### src/rtl/bmc_pkg.sv
// ---------------------------------------------------------------------------
// bmc_pkg: shared types and constants of the bracket match checker
// Character codes, bracket kinds, lexer modes, result status codes and the
// bracket event that travels from the lexer to the stack.
// ---------------------------------------------------------------------------
package bmc_pkg;

	localparam logic [7:0] CH_LPAREN = 8'h28;
	localparam logic [7:0] CH_RPAREN = 8'h29;
	localparam logic [7:0] CH_LBRACK = 8'h5B;
	localparam logic [7:0] CH_RBRACK = 8'h5D;
	localparam logic [7:0] CH_LBRACE = 8'h7B;
	localparam logic [7:0] CH_RBRACE = 8'h7D;
	localparam logic [7:0] CH_SQUOTE = 8'h27;
	localparam logic [7:0] CH_DQUOTE = 8'h22;
	localparam logic [7:0] CH_SLASH  = 8'h2F;
	localparam logic [7:0] CH_STAR   = 8'h2A;
	localparam logic [7:0] CH_NL     = 8'h0A;

	localparam int BYTE_W  = 8;
	localparam int FIELD_W = 32;
	localparam int OUT_W   = 72;

	typedef logic [1:0] brk_kind_t;
	localparam brk_kind_t KIND_PAREN  = 2'd0;
	localparam brk_kind_t KIND_SQUARE = 2'd1;
	localparam brk_kind_t KIND_CURLY  = 2'd2;

	typedef enum logic [2:0] {
		MODE_TEXT,
		MODE_SQUOTE,
		MODE_DQUOTE,
		MODE_SLASH,
		MODE_LINE,
		MODE_BLOCK,
		MODE_BLOCK_STAR
	} mode_t;

	typedef enum logic [2:0] {
		ST_OK        = 3'd0,
		ST_MISMATCH  = 3'd1,
		ST_UNDERFLOW = 3'd2,
		ST_UNCLOSED  = 3'd3,
		ST_OVERFLOW  = 3'd4
	} status_t;

	typedef struct packed {
		logic      push;
		logic      pop;
		brk_kind_t kind;
	} brk_evt_t;

	function automatic brk_kind_t bracket_kind(input logic [7:0] c);
		brk_kind_t k;
		case (c) inside
			CH_LPAREN, CH_RPAREN: k = KIND_PAREN;
			CH_LBRACK, CH_RBRACK: k = KIND_SQUARE;
			default:              k = KIND_CURLY;
		endcase
		return k;
	endfunction

endpackage

### src/rtl/bmc_ram.sv
// ---------------------------------------------------------------------------
// bmc_ram: generic single-write, single-read RAM
// One write port and one read port; read data is registered.
// ---------------------------------------------------------------------------
module bmc_ram #(
	parameter int WIDTH = 2,
	parameter int DEPTH = 64
) (
	input  logic                     clk,
	input  logic                     we,
	input  logic [$clog2(DEPTH)-1:0] waddr,
	input  logic [WIDTH-1:0]         wdata,
	input  logic [$clog2(DEPTH)-1:0] raddr,
	output logic [WIDTH-1:0]         rdata
);

	logic [WIDTH-1:0] mem [DEPTH];

	always_ff @(posedge clk) begin
		if (we) begin
			mem[waddr] <= wdata;
		end
		rdata <= mem[raddr];
	end

endmodule

### src/rtl/bmc_stack.sv
// ---------------------------------------------------------------------------
// bmc_stack: bracket stack with cached top and error latch
// Top entry sits in a register; entries below it live in a RAM whose next
// entry down is prefetched every cycle so pops can follow back to back.
// ---------------------------------------------------------------------------
module bmc_stack #(
	parameter int DEPTH = 64
) (
	input  logic              clk,
	input  logic              arst_n,
	input  logic              step,
	input  logic              last,
	input  bmc_pkg::brk_evt_t evt,
	output logic              err_ok,
	output bmc_pkg::status_t  final_status
);
	import bmc_pkg::*;

	localparam int LW = $clog2(DEPTH + 1);
	localparam int AW = $clog2(DEPTH);

	logic [LW-1:0] level_q, level_n, level_nx, rd_level;
	brk_kind_t     top_q, top_n, second, rd_data, byp_data_q;
	status_t       err_q, err_n;
	logic          we, byp_q;
	logic [AW-1:0] waddr, raddr;

	assign second   = byp_q ? byp_data_q : rd_data;
	assign err_ok   = (err_q == ST_OK);
	assign waddr    = rd_level[AW-1:0];
	assign level_nx = (step && last) ? '0 : level_n;
	assign raddr    = rd_level[AW-1:0];

	always_comb begin
		level_n  = level_q;
		top_n    = top_q;
		err_n    = err_q;
		we       = 1'b0;
		rd_level = level_nx - LW'(2);
		if (step && evt.push) begin
			if (level_q == LW'(DEPTH)) begin
				err_n = ST_OVERFLOW;
			end else begin
				we      = (level_q != '0);
				level_n = level_q + LW'(1);
				top_n   = evt.kind;
			end
		end else if (step && evt.pop) begin
			if (level_q == '0) begin
				err_n = ST_UNDERFLOW;
			end else begin
				level_n = level_q - LW'(1);
				top_n   = second;
				if (top_q != evt.kind) err_n = ST_MISMATCH;
			end
		end
		// a push writes the old top one below the new top, which is also the
		// prefetch address, so the bypass always covers it
		if (we) rd_level = level_q - LW'(1);
		if (err_n != ST_OK) final_status = err_n;
		else if (level_n != '0) final_status = ST_UNCLOSED;
		else final_status = ST_OK;
	end

	bmc_ram #(
		.WIDTH ($bits(brk_kind_t)),
		.DEPTH (DEPTH)
	) u_ram (
		.clk   (clk),
		.we    (we),
		.waddr (waddr),
		.wdata (top_q),
		.raddr (raddr),
		.rdata (rd_data)
	);

	always_ff @(posedge clk or negedge arst_n) begin
		if (!arst_n) begin
			level_q    <= '0;
			top_q      <= KIND_PAREN;
			err_q      <= ST_OK;
			byp_q      <= 1'b0;
			byp_data_q <= KIND_PAREN;
		end else begin
			byp_q      <= we;
			byp_data_q <= top_q;
			if (step) begin
				level_q <= level_nx;
				top_q   <= top_n;
				err_q   <= last ? ST_OK : err_n;
			end
		end
	end

endmodule

### config.mk
export PLATFORM = sky130hd
export DESIGN_NAME = bmc_stack
export DESIGN_NICKNAME = d
export VERILOG_FILES = /design/src/rtl/bmc_pkg.sv /design/src/rtl/bmc_ram.sv /design/src/rtl/bmc_stack.sv
export SDC_FILE = /design/constraint.sdc
export NUM_CORES = 1
export LEC_CHECK = 0
export ABC_AREA = 1
export BUFFER_PORTS_ARGS = -buffer_cell sky130_fd_sc_hd__buf_2
export CORE_MARGIN = 4
export CORE_UTILIZATION = 35
export DETAILED_ROUTE_END_ITERATION = 7
export GPL_TIMING_DRIVEN = 1
export PLACE_DENSITY_LB_ADDON = 0.25
export REMOVE_ABC_BUFFERS = 1
export SLEW_MARGIN = 20
export SYNTH_ARGS = -nofsm -noshare
export SYNTH_HDL_FRONTEND = slang
export SYNTH_SLANG_ARGS = --single-unit
### constraint.sdc
create_clock -name clk -period 10.4 [get_ports clk]
set_clock_uncertainty 0.1 [all_clocks]
set_input_delay 0.52 -clock clk [delete_from_list [all_inputs] [get_ports clk]]
set_output_delay 0.52 -clock clk [all_outputs]
set_load 0.01 [all_outputs]
; Word-level counts from Yosys, hierarchy flattened
; Memories as Yosys holds them, arrays and structs flattened. A register that Yosys moved wholly into a read port is not among the register bits.
; Cells that the tools add are included.
[classes]
addsub = 3
eq_ne = 4
muxes = 23
reduce_logical = 10
[ops]
columns = operator, count
row1 = 2-to-1 mux 7 bit, 5
row2 = 2-to-1 mux 3 bit, 7
row3 = nonzero test 7 bit, 2
row4 = 2-to-1 mux 2 bit, 6
row5 = adder 7 x 1 -> 7 bit (second input constant), 1
row6 = == test 7 bit (second input constant), 1
row7 = zero test 7 bit, 1
row8 = subtractor 7 x 1 -> 7 bit (second input constant), 1
row9 = 2-to-1 mux 6 bit, 1
row10 = subtractor 6 x 2 -> 6 bit (second input constant), 1
row11 = 2-to-1 mux 1 bit, 4
row12 = inequality test 2 bit (second input constant), 2
row13 = AND reduction 4 bit, 1
row14 = logical AND 1 bit, 3
row15 = zero test 3 bit, 1
row16 = nonzero test 3 bit, 1
row17 = inequality test 2 bit, 1
row18 = nonzero test 2 bit, 1
[word_totals]
mem_bits_rw = 128
reg_bits = 15
mem_count = 1
wordCells = 46
in_bits = 8
out_inout_bits = 4
[memory_table]
columns = name, depth, word_bits, read_ports, rd_clocked_by_memory_dff, wr, line_no
row1 = u_ram.mem, 64, 2, 1, 1, 1, bmc_ram.sv:17  ; logic [WIDTH-1:0] mem [DEPTH];

; Logic depth before layout (Yosys ltp)
; Gate-level depths: netlist (run 1).
[logic_depth]
depth_word = 7
ltp_mapped = 23
depth_no_buf = 23

; Modules after synthesis
; A second synthesis (run 1) with hierarchy kept.
[hier_totals]
cells_unflattened = 717
hier_area_um2 = 6897.9
[modules_own_cells]
columns = mod, instances, area_each_um2, cells_per_inst, seq_area_each_um2
row1 = bmc_ram, 1, 5614.1, 520, 3883.7
row2 = bmc_stack, 1, 1283.7, 197, 375.4

; Worst setup path after synthesis (run 1)
; No wires, ideal clock.
[synth_timing]
path_type = register to register
startpoint = register level_q[0]
endpoint = memory u_ram.mem[38][0], enable pin
setup_ns = 0.309
path_buffers = 1
arrival_ns = 2.832
synth_period_minus_slack_ns = 3.241
required_time_ns = 9.991
slack_ns = 7.159
path_stages_with_launch = 19
cell_sequence = dfrtp_1 inv_1 ha_1 nand2_1 nor2_2 nand2_2 nand2_1 nand2_1 nand2_1 nand2_1 nand2_1 nand2_1 ha_1 o21ai_2 inv_2 buf_2 nor2_2 nand2_1 nor2_1
[synth_between]
elab_chain_len = 7
elab_cells_between_ends = 16
classes_between = add/sub (3) / eq/ne (1) / mux (10) / reduce/logical (2)
[synth_lines]
columns = item, line_no
row1 = from (decl), bmc_stack.sv:22  ; logic [LW-1:0] level_q, level_n, level_nx, rd_level;
row2 = from (signal assigned), bmc_stack.sv:88  ; level_q <= level_nx;
row3 = subtractor 7 x 1 -> 7 bit / zero test 7 bit (equally long branches), "bmc_stack.sv:59, bmc_stack.sv:49"
row4 = 2-to-1 mux 7 bit, bmc_stack.sv:49  ; if (level_q == '0) begin
row5 = 2-to-1 mux 7 bit, bmc_stack.sv:48  ; end else if (step && evt.pop) begin
row6 = 2-to-1 mux 7 bit, bmc_stack.sv:40  ; if (step && evt.push) begin
row7 = 2-to-1 mux 7 bit, bmc_stack.sv:31  ; assign level_nx = (step && last) ? '0 : level_n;
row8 = subtractor 6 x 2 -> 6 bit, bmc_stack.sv:39  ; rd_level = level_nx - LW'(2);
row9 = 2-to-1 mux 6 bit, bmc_stack.sv:59  ; if (we) rd_level = level_q - LW'(1);
row10 = to (decl), bmc_ram.sv:17
; Several ways; a longest one is shown, not always the timed one.

; Worst setup path in the final report (run 1)
[layout_timing]
startpoint = register level_q[0]
endpoint = memory u_ram.mem[55][0], enable pin
; Same word-level chain as after synthesis.

==> flow_summary_export.csv, run 1 <==
group,metric,value,unit
run_status,status,"finished clean",
timing,tightest_slew,0.925,ns
cells_and_area,final_cell_area,8190,sq um
critical_path,critPathMaxFanout,19,
placed_design,place_congestion,0.903,
critical_path,critPathKind,"register to register",
hold_path,min_path_cells,2,
cts,cts_root_buf,"clkbuf_16",
cells_and_area,area_growth,10.4,%
pwr,cellPowerDensity,234,nW/um^2
timing,fmax,0.233,GHz
placed_design,placed_cell_area,7610,sq um
logic_synthesis,syn_inst,829,
grt,grt_overflow_total,0,
pwr,vdd_drop_max,137,uV
critical_path,startpoint_type,"register",
logic_synthesis,synth_area,7420,sq um
critical_path,crit_arrival,4.31,ns
logic_synthesis,synthArstFlopShare,0.103,
floorplanning,die_w,154,microns
cells_and_area,antenna_cells,0,
critical_path,crit_top_cell,"nand2_1",
detailed_routing,wirelength,18500,microns
critical_path,slowest_delay,0.68,ns
pwr,power_frac_comb,0.310,
timing,fin_hold_ws,0.300,ns
detailed_routing,firstDrtPassIters,5,
cts,cts-buffers-inserted,17,
detailed_routing,drc_errors,0,
grt,grt_usage,0.160,
job,cap_viol_max_count,0,
floorplanning,rows,53,
hold_path,hp-start,"step",
cts,clock-sinks,145,
placed_design,dp_hpwl,11400,microns
pwr,p_clk_frac,0.311,
pwr,pwr-share-seq,0.379,
timing,setup_viol,0,
cts,cts_resized,0,
critical_path,critPathLaunch,"level_q[0]",
timing,grt_setup_unrepaired,"false",
timing,hold_viol,0,
pwr,p_leak,0.00341,uW
floorplanning,dieArea,23600,sq um
logic_synthesis,synth_most_common_cell,"nand2_1",
logic_synthesis,ys_top_cells_by_area,"edfxtp_1 52%, nand2_1 18%, nand3_1 5.3%",
cts,clkTransAtPathRegs,0.06,ns
critical_path,rr_worst_depth,17,
detailed_routing,drt-vias-per-instance,5.01,
logic_synthesis,ys_seq_area_frac,0.574,
timing,fin_crit_sh,0.414,
timing,slew_viol_final,0,
critical_path,cp_top_family,"simple AND/OR/NAND/NOR gates",
critical_path,required,10.41,ns
detailed_routing,wire_per_inst,16.5,microns
grt,antenna_found_initial,0,
cts,clk_latency,0.42,ns
logic_synthesis,yosysTopAreaCell,"edfxtp_1",
cells_and_area,layout-drive-gt1-share,0.122,
hold_path,hp-class,"input port to register",
pwr,p_int,1210,uW
grt,grt_pass1_wl,29800,microns
detailed_routing,wl_met1,8610,microns
critical_path,crit_chain,"inv_1 -> ha_1 -> nand2_1 -> nor2_2 -> nand2_2 -> nand2_1 -> nand2_1 -> nand2_1 -> nand2_1 -> nand2_1 -> nand2_1 -> ha_1 -> o21ai_2 -> inv_2 -> nor2_2 -> nand2_1 -> nor2_1",
critical_path,r2r-start,"level_q[0]",
detailed_routing,met3_length,897,microns
cts,htreeDepth,4,
critical_path,cp-end-kind,"register",
logic_synthesis,yosys-top-cells-count,"361 x nand2_1, 128 x edfxtp_1, 91 x nor2_1, 79 x nand3_1, 24 x inv_1",
logic_synthesis,yosys_warnings,0,
cells_and_area,seqCellArea,4260,sq um
cells_and_area,multi_input_area,2770,sq um
floorplanning,ioPinCount,12,
logic_synthesis,ys_types,37,
critical_path,crit_path_top_delay_cell,"o21ai_2",
detailed_routing,ant_nets,0,
critical_path,cp_num_buf_inv,2,
cts,cts_tree,"built",
logic_synthesis,ys_ff_latch,145,
detailed_routing,vias,5612,
grt,grt_pass1_vias,5594,
critical_path,cp.depth,17,
floorplanning,die_h,154,microns
timing,finalSetupTns,0,ns
logic_synthesis,syn_avg_cell_area,8.95,sq um
floorplanning,core_area,21000,sq um
floorplanning,start_util,0.354,
detailed_routing,wl_met2,8610,microns
placed_design,numPortBuffers,11,
timing,layout_min_cycle_time,4.30,ns
cells_and_area,nFillCells,2161,
logic_synthesis,synthFlopType,"edfxtp_1",
logic_synthesis,synth_edf_count,128,
timing,slew_headroom,0.383,
pwr,switchingPower,709,uW
logic_synthesis,synth_top_area_frac,0.518,
cts,clock_path_buffers,2,
detailed_routing,topRoutingLayerUsed,"met4",
detailed_routing,drtIter0Drc,439,
grt,grt_max_degree,68,
cells_and_area,final_nets,844,
pwr,p_sw_frac,0.370,
==> metrics by stage <==
step / utilization / setup slack, ns / instances / power [uW]
4_1_cts: 0.391 / 6.13 / 1121 / 1930
3_5_place_dp: 0.363 / 6.15 / 1088 / 1330
2_1_floorplan: - / 7.01 / 798 / 1130
3_3_place_gp: 0.363 / 6.18 / 1088 / 1340
6_report: 0.391 / 6.10 / 1121 / 1920
5_1_grt: 0.391 / 5.69 / 1121 / 2030
==> metal layers <==
metal  vias up  track usage
met1      2691        0.222
met4         0       0.0551
met3        34       0.0352
li1       2739            -
met2       148        0.250
met5         -            0
==> power groups by stage <==
stage	logic (uW)	clock network, uW	registers (uW)
global placement	596	0	739
detailed placement	595	0	739
finish	595	595	727
floorplan	370	0	761
CTS	598	602	727
global route	671	629	729
==> sequential cells by signal, summed over array words and instances (netlist names) <==
name / count
top_q: 2
byp_data_q: 2
u_ram.mem: 128
level_q: 7
byp_q: 1
err_q: 3
u_ram.rdata: 2
==> cell usage in the layout (no fill, tap or decap), types with 3 or more instances in the layout <==
cell type / netlist / routed
a21oi_1: 3 / 3
buf_2: 15 / 11
buf_4: 6 / 4
clkbuf_16: 0 / 17
clkinv_4: 1 / 4
dfrtp_1: 15 / 13
edfxtp_1: 128 / 128
ha_1: 3 / 3
inv_1: 24 / 24
inv_2: 11 / 11
nand2_1: 361 / 361
nand2_2: 8 / 8
nand3_1: 79 / 79
nand3_2: 19 / 19
nand4_1: 4 / 4
nor2_1: 91 / 91
nor2_2: 7 / 7
nor2_4: 3 / 3
o21ai_0: 11 / 11
o22ai_1: 4 / 4
xor2_1: 5 / 5
==> worst paths after layout <==
kind                                     to  slack, ns
hold reg to reg                    err_q[2]       0.45
min in group asynchronous        level_q[2]       0.43
hold / removal                     err_q[0]       0.30
setup reg to reg           u_ram.mem[55][0]       6.10
max in group asynchronous          top_q[1]       9.47
setup / recovery           u_ram.mem[55][0]       6.10
==> timing repair <==
item,in CTS,in global routing
setup buffers,0,0
hold buffers,1,0
endpoints found under the setup margin,0,0
hold endpoints to repair,15,0
==> area by class of cell <==
type / instances / area share
flip-flops and latches: 145 / 0.520
multi-input cells: 615 / 0.338
clock buffers: 19 / 0.0528
well taps: 275 / 0.0420
inverters: 38 / 0.0186
clock inverters: 13 / 0.0166
repair buffers: 16 / 0.0116
==> logic make-up (layout without fill, tap and decap cells) <==
group,count (synthesis),after routing,share of synthesized area
buffers and inverters,69,86,0.0529
multiplexers,2,2,0.00270
AND/OR/NAND/NOR,579,579,0.337
XOR/XNOR,5,5,0.00590
AO/OA/AOI/OAI,26,26,0.0228
flip-flops,145,145,0.574
adder cells (fa/ha/maj),3,3,0.00506
(Power assumes the default switching activity.)
==> run 2, diff against run 1 <==
- clock period: 10.4 -> 4.2 ns (I/O delays scaled with it)
==> flow_summary_export.csv, run 2 (synthesis results as in run 1) <==
group,metric,value,unit
critical_path,crit_arrival,3.55,ns
detailed_routing,drc_errors,0,
placed_design,numPortBuffers,11,
detailed_routing,drt-vias-per-instance,4.98,
grt,antenna_found_initial,0,
critical_path,critPathLaunch,"level_q[0]",
placed_design,placed_cell_area,7640,sq um
job,cap_viol_max_count,0,
cells_and_area,final_nets,850,
floorplanning,start_util,0.354,
cells_and_area,final_common_cell,"nand2_1",
cells_and_area,layout-drive-gt1-share,0.126,
critical_path,rr_worst_depth,19,
cts,clkTransAtPathRegs,0.06,ns
timing,slew_headroom,0.443,
detailed_routing,ant_nets,0,
cells_and_area,area_growth,10.7,%
timing,tightest_slew,0.835,ns
cells_and_area,reg_top3,"u_ram.mem x128, level_q x7, err_q x3",
cts,cts_root_buf,"clkbuf_16",
timing,layout_min_cycle_time,3.54,ns
grt,grt_overflow_total,0,
grt,grt_pass1_vias,5427,
grt,grt_max_degree,67,
timing,finalSetupTns,0,ns
critical_path,critPathMaxFanout,8,
timing,slew_viol_final,0,
critical_path,startpoint_type,"register",
critical_path,crit_chain,"inv_1 -> ha_1 -> nand2_1 -> nor2_2 -> nand2_2 -> nand3_1 -> nand2_1 -> nand2_1 -> nand2_1 -> nand2_1 -> ha_1 -> nand2_1 -> nor2_1 -> nand2_1 -> nand3_1 -> nand2_2 -> nor2_4 -> nand2_1 -> nor2_1",
run_status,status,"finished clean",
detailed_routing,vias,5603,
cells_and_area,top_register,"u_ram.mem",
hold_path,min_path_cells,4,
floorplanning,ioPinCount,12,
cells_and_area,largest_register_ffs,128,
pwr,cellPowerDensity,570,nW/um^2
pwr,vdd_drop_max,315,uV
detailed_routing,drtIter0Drc,444,
cts,clock_path_buffers,2,
timing,fin_crit_sh,0.842,
pwr,p_leak,0.00342,uW
critical_path,required,4.21,ns
timing,fmax,0.283,GHz
critical_path,crit_top_cell,"nand2_1",
cts,postCtsSetupBuffers,0,
detailed_routing,firstDrtPassIters,5,
floorplanning,die_w,154,microns
critical_path,slowest_delay,0.45,ns
cts,clock-sinks,145,
cells_and_area,nFillCells,2185,
cells_and_area,final_cell_area,8210,sq um
cts,htreeDepth,4,
placed_design,place_congestion,0.914,
timing,setup_viol,0,
cts,clk_latency,0.43,ns
placed_design,dp_hpwl,11700,microns
critical_path,crit_path_top_delay_cell,"dfrtp_1",
detailed_routing,wirelength,18300,microns
timing,hold_viol,0,
grt,grt_pass1_wl,29200,microns
cts,cts_resized,0,
critical_path,cp-end-kind,"register",
floorplanning,die_h,154,microns
timing,grt_setup_unrepaired,"false",
grt,grt_usage,0.159,
critical_path,r2r-start,"level_q[0]",
floorplanning,core_area,21000,sq um
cts,cts_tree,"built",
floorplanning,dieArea,23600,sq um
cells_and_area,layout_common_cells,"361 x nand2_1, 128 x edfxtp_1, 91 x nor2_1",
critical_path,critPathKind,"register to register",
hold_path,hp-class,"input port to register",
detailed_routing,wire_per_inst,16.3,microns
cells_and_area,antenna_cells,0,
floorplanning,rows,53,
hold_path,hp-start,"last",
cts,holdBufCountCts,3,
cts,cts-buffers-inserted,17,
[run 2: where the power goes]
group          internal (uW)  switching (uW)  leakage, uW
registers               1760            41.5      0.00136
clock network            810             597     0.000257
logic                    375            1100      0.00181
total                   2940            1740      0.00342
[run 2: routing by layer]
layer	vias to the layer above	track usage	part of all wire
li1	2741	-	-
met3	17	0.0332	0.052
met4	0	0.0484	0.015
met5	-	0	0
met2	153	0.249	0.46
met1	2692	0.224	0.47
[run 2: final timing paths]
check                              endpoint  slack [ns]
setup / recovery           u_ram.mem[53][1]        0.66
setup reg to reg           u_ram.mem[53][1]        0.66
hold reg to reg                    err_q[2]        0.46
min in group asynchronous        level_q[5]        0.12
max in group asynchronous          top_q[0]        3.58
hold / removal                     err_q[2]        0.01
[run 2: worst max-delay path: cells and delay by family, from the launching register on]
| family | cells | cell delay [ns] |
|---|---|---|
| flops | 1 | 0.45 |
| buf+inv | 1 | 0.17 |
| simple gates | 16 | 2.02 |
| fa+ha+maj | 2 | 0.49 |
[run 2: layout make-up]
type,count,area [sq um],area share
flip-flops and latches,145,4260,0.519
clock buffers,18,429,0.0523
clock inverters,12,110,0.0134
multi-input cells,615,2770,0.337
repair buffers,22,145,0.0177
inverters,38,153,0.0186
well taps,275,344,0.0419
[run 2: per-stage QoR]
step           cells  utilization  total power, uW  setup WS, ns  hold slack [ns]
2_1_floorplan    798            -             2800         0.806           -0.186
3_3_place_gp    1092        0.365             3330         0.753           0.0509
3_5_place_dp    1092        0.365             3320         0.706           0.0504
4_1_cts         1125        0.392             4720         0.692          0.00126
5_1_grt         1125        0.392             4970         0.368           0.0314
6_report        1125        0.392             4690         0.664           0.0135
==> run 3, diff against run 2 <==
- clock period: 4.2 -> 3.45 ns (I/O delays scaled with it)
==> flow_summary_export.csv, run 3 (synthesis results as in run 1) <==
group,metric,value,unit
run_status,status,"finished clean",
timing,fmax,0.299,GHz
cts,clock-sinks,145,
detailed_routing,ant_nets,0,
floorplanning,rows,53,
critical_path,critPathMaxFanout,18,
job,cap_viol_max_count,0,
cts,htreeDepth,4,
cells_and_area,layout.cells.non_filler,1139,
grt,grt_overflow_total,0,
floorplanning,die_w,154,microns
timing,layout_min_cycle_time,3.35,ns
cells_and_area,top_register,"u_ram.mem",
floorplanning,core_area,21000,sq um
floorplanning,die_h,154,microns
cells_and_area,largest_register_ffs,128,
grt,use_met1,0.210,
cells_and_area,nFillCells,2144,
detailed_routing,drc_errors,0,
detailed_routing,drtIter0Drc,372,
critical_path,crit_path_top_delay_cell,"dfrtp_1",
cells_and_area,postLayoutCoreUtil,0.400,
cts,clock_path_buffers,2,
grt,grt_max_degree,67,
floorplanning,ioPinCount,12,
cells_and_area,layout-drive-gt1-share,0.152,
detailed_routing,wirelength,18400,microns
cts,cts_tree,"built",
critical_path,crit_chain,"inv_1 -> ha_1 -> nand2_1 -> nor2_2 -> nand2_2 -> nand2_1 -> nand2_1 -> nand2_1 -> nand2_1 -> nand2_1 -> nand2_1 -> ha_1 -> o21ai_2 -> inv_2 -> nor2_2 -> nand2_1 -> nor2_1",
detailed_routing,firstDrtPassIters,5,
critical_path,slowest_delay,0.43,ns
hold_path,hp-start,"evt[0]",
placed_design,dp.cells,1100,
cells_and_area,final_common_cell,"nand2_1",
grt,grt_pass1_wl,29300,microns
grt,gr-usage-met2,0.269,
timing,tightest_slew,0.842,ns
detailed_routing,drt-vias-per-instance,4.86,
pwr,p_leak,0.00352,uW
critical_path,required,3.46,ns
timing,finalSetupTns,0,ns
critical_path,startpoint_type,"register",
timing,fin_crit_sh,0.970,
grt,grt_usage,0.159,
grt,met3_usage,0.0318,
placed_design,placed_cell_area,7720,sq um
cells_and_area,final_nets,862,
critical_path,r2r_end,"u_ram.mem[30][0]",
cells_and_area,antenna_cells,0,
hold_path,min_path_cells,3,
pwr,cellPowerDensity,703,nW/um^2
cells_and_area,final_cell_area,8390,sq um
cts,cts-buffers-inserted,17,
pwr,vdd_drop_max,382,uV
grt,busiest_layer,"met2",
floorplanning,start_util,0.354,
cts,cts_root_buf,"clkbuf_16",
critical_path,cp-end-kind,"register",
critical_path,crit_top_cell,"nand2_1",
placed_design,place_congestion,0.897,
timing,slew_headroom,0.439,
timing,setup_viol,0,
cts,clk_latency,0.42,ns
cells_and_area,layout_common_cells,"352 x nand2_1, 128 x edfxtp_1, 88 x nor2_1",
timing,slew_viol_final,0,
critical_path,rr_worst_depth,17,
critical_path,r2r-start,"level_q[1]",
hold_path,whs_endpoint,"top_q[0]",
critical_path,crit_arrival,3.36,ns
detailed_routing,vias,5538,
cells_and_area,reg_top3,"u_ram.mem x128, level_q x7, err_q x3",
critical_path,reg2reg_setup_slack,0.10,ns
hold_path,hp-class,"input port to register",
placed_design,numPortBuffers,11,
timing,grt_setup_unrepaired,"true",
critical_path,critPathKind,"register to register",
floorplanning,dieArea,23600,sq um
placed_design,dp_hpwl,11300,microns
grt,grt_pass1_vias,5551,
cts,clkTransAtPathRegs,0.06,ns
detailed_routing,wire_per_inst,16.1,microns
grt,antenna_found_initial,0,
timing,hold_viol,0,
cells_and_area,area_growth,13.1,%
run 3: cell count changes in the layout (fill, tap and decap cells not counted), moves of 2 or more:
cell           delta
nand2_2           +9
dlygate4sd3_1     +2
nor2_2            +3
buf_4             +9
nand2_1           -9
nor2_1            -3
run 3: worst max path at each step:
stage                     slack (ns)        from                to
after CTS                       0.11  level_q[1]  u_ram.mem[25][0]
after floorplan                 0.06  level_q[0]  u_ram.mem[36][0]
after global placement          0.17  level_q[1]  u_ram.mem[25][0]
final                           0.10  level_q[1]  u_ram.mem[30][0]
after global routing           -0.11  level_q[1]  u_ram.mem[26][0]
after detailed placement        0.13  level_q[1]  u_ram.mem[25][0]
run 3: through the flow:
stage | hold slack (ns) | setup WS, ns | power, uW
finish | 0.0193 | 0.104 | 5900
global route | 0.00955 | -0.112 | 6220
CTS | 0.00368 | 0.105 | 5890
detailed placement | 0.0143 | 0.125 | 4070
global placement | 0.00928 | 0.172 | 4070
floorplan | -0.223 | 0.0557 | 3410
run 3: area by class of cell:
type                       instances  area (sq um)  share of cell area
multi-input combinational        615          2800               0.334
clock buffer                      17           425              0.0507
tap                              275           344              0.0410
timing repair buffer              34           253              0.0301
inverter                          38           153              0.0182
sequential                       145          4260               0.508
clock inverter                    15           155              0.0185
run 3: critical path, delay by kind of cell (launching register included):
kind / cells / cell delay (ns)
simple gates: 12 / 1.56
fa+ha+maj: 2 / 0.50
flops: 1 / 0.43
buf+inv: 2 / 0.26
compound gates: 1 / 0.17
run 3: layer usage:
layer | up-vias | wire length, microns
li1 | 2773 | -
met1 | 2602 | 8460
met2 | 139 | 8720
met3 | 24 | 832
met4 | 0 | 357
met5 | - | 0
run 3: report_power, final:
group	switching, uW	internal, uW
clock network	762	1070
registers	37.0	2140
logic	1390	503
total	2190	3720
run 3: timing repair:
action / CTS / global route
endpoints found under the hold margin: 19 / 0
buffers inserted: 0 / 2
endpoints found under the setup margin: 0 / 128
hold buffers: 5 / 0
gates resized for setup: 0 / 12
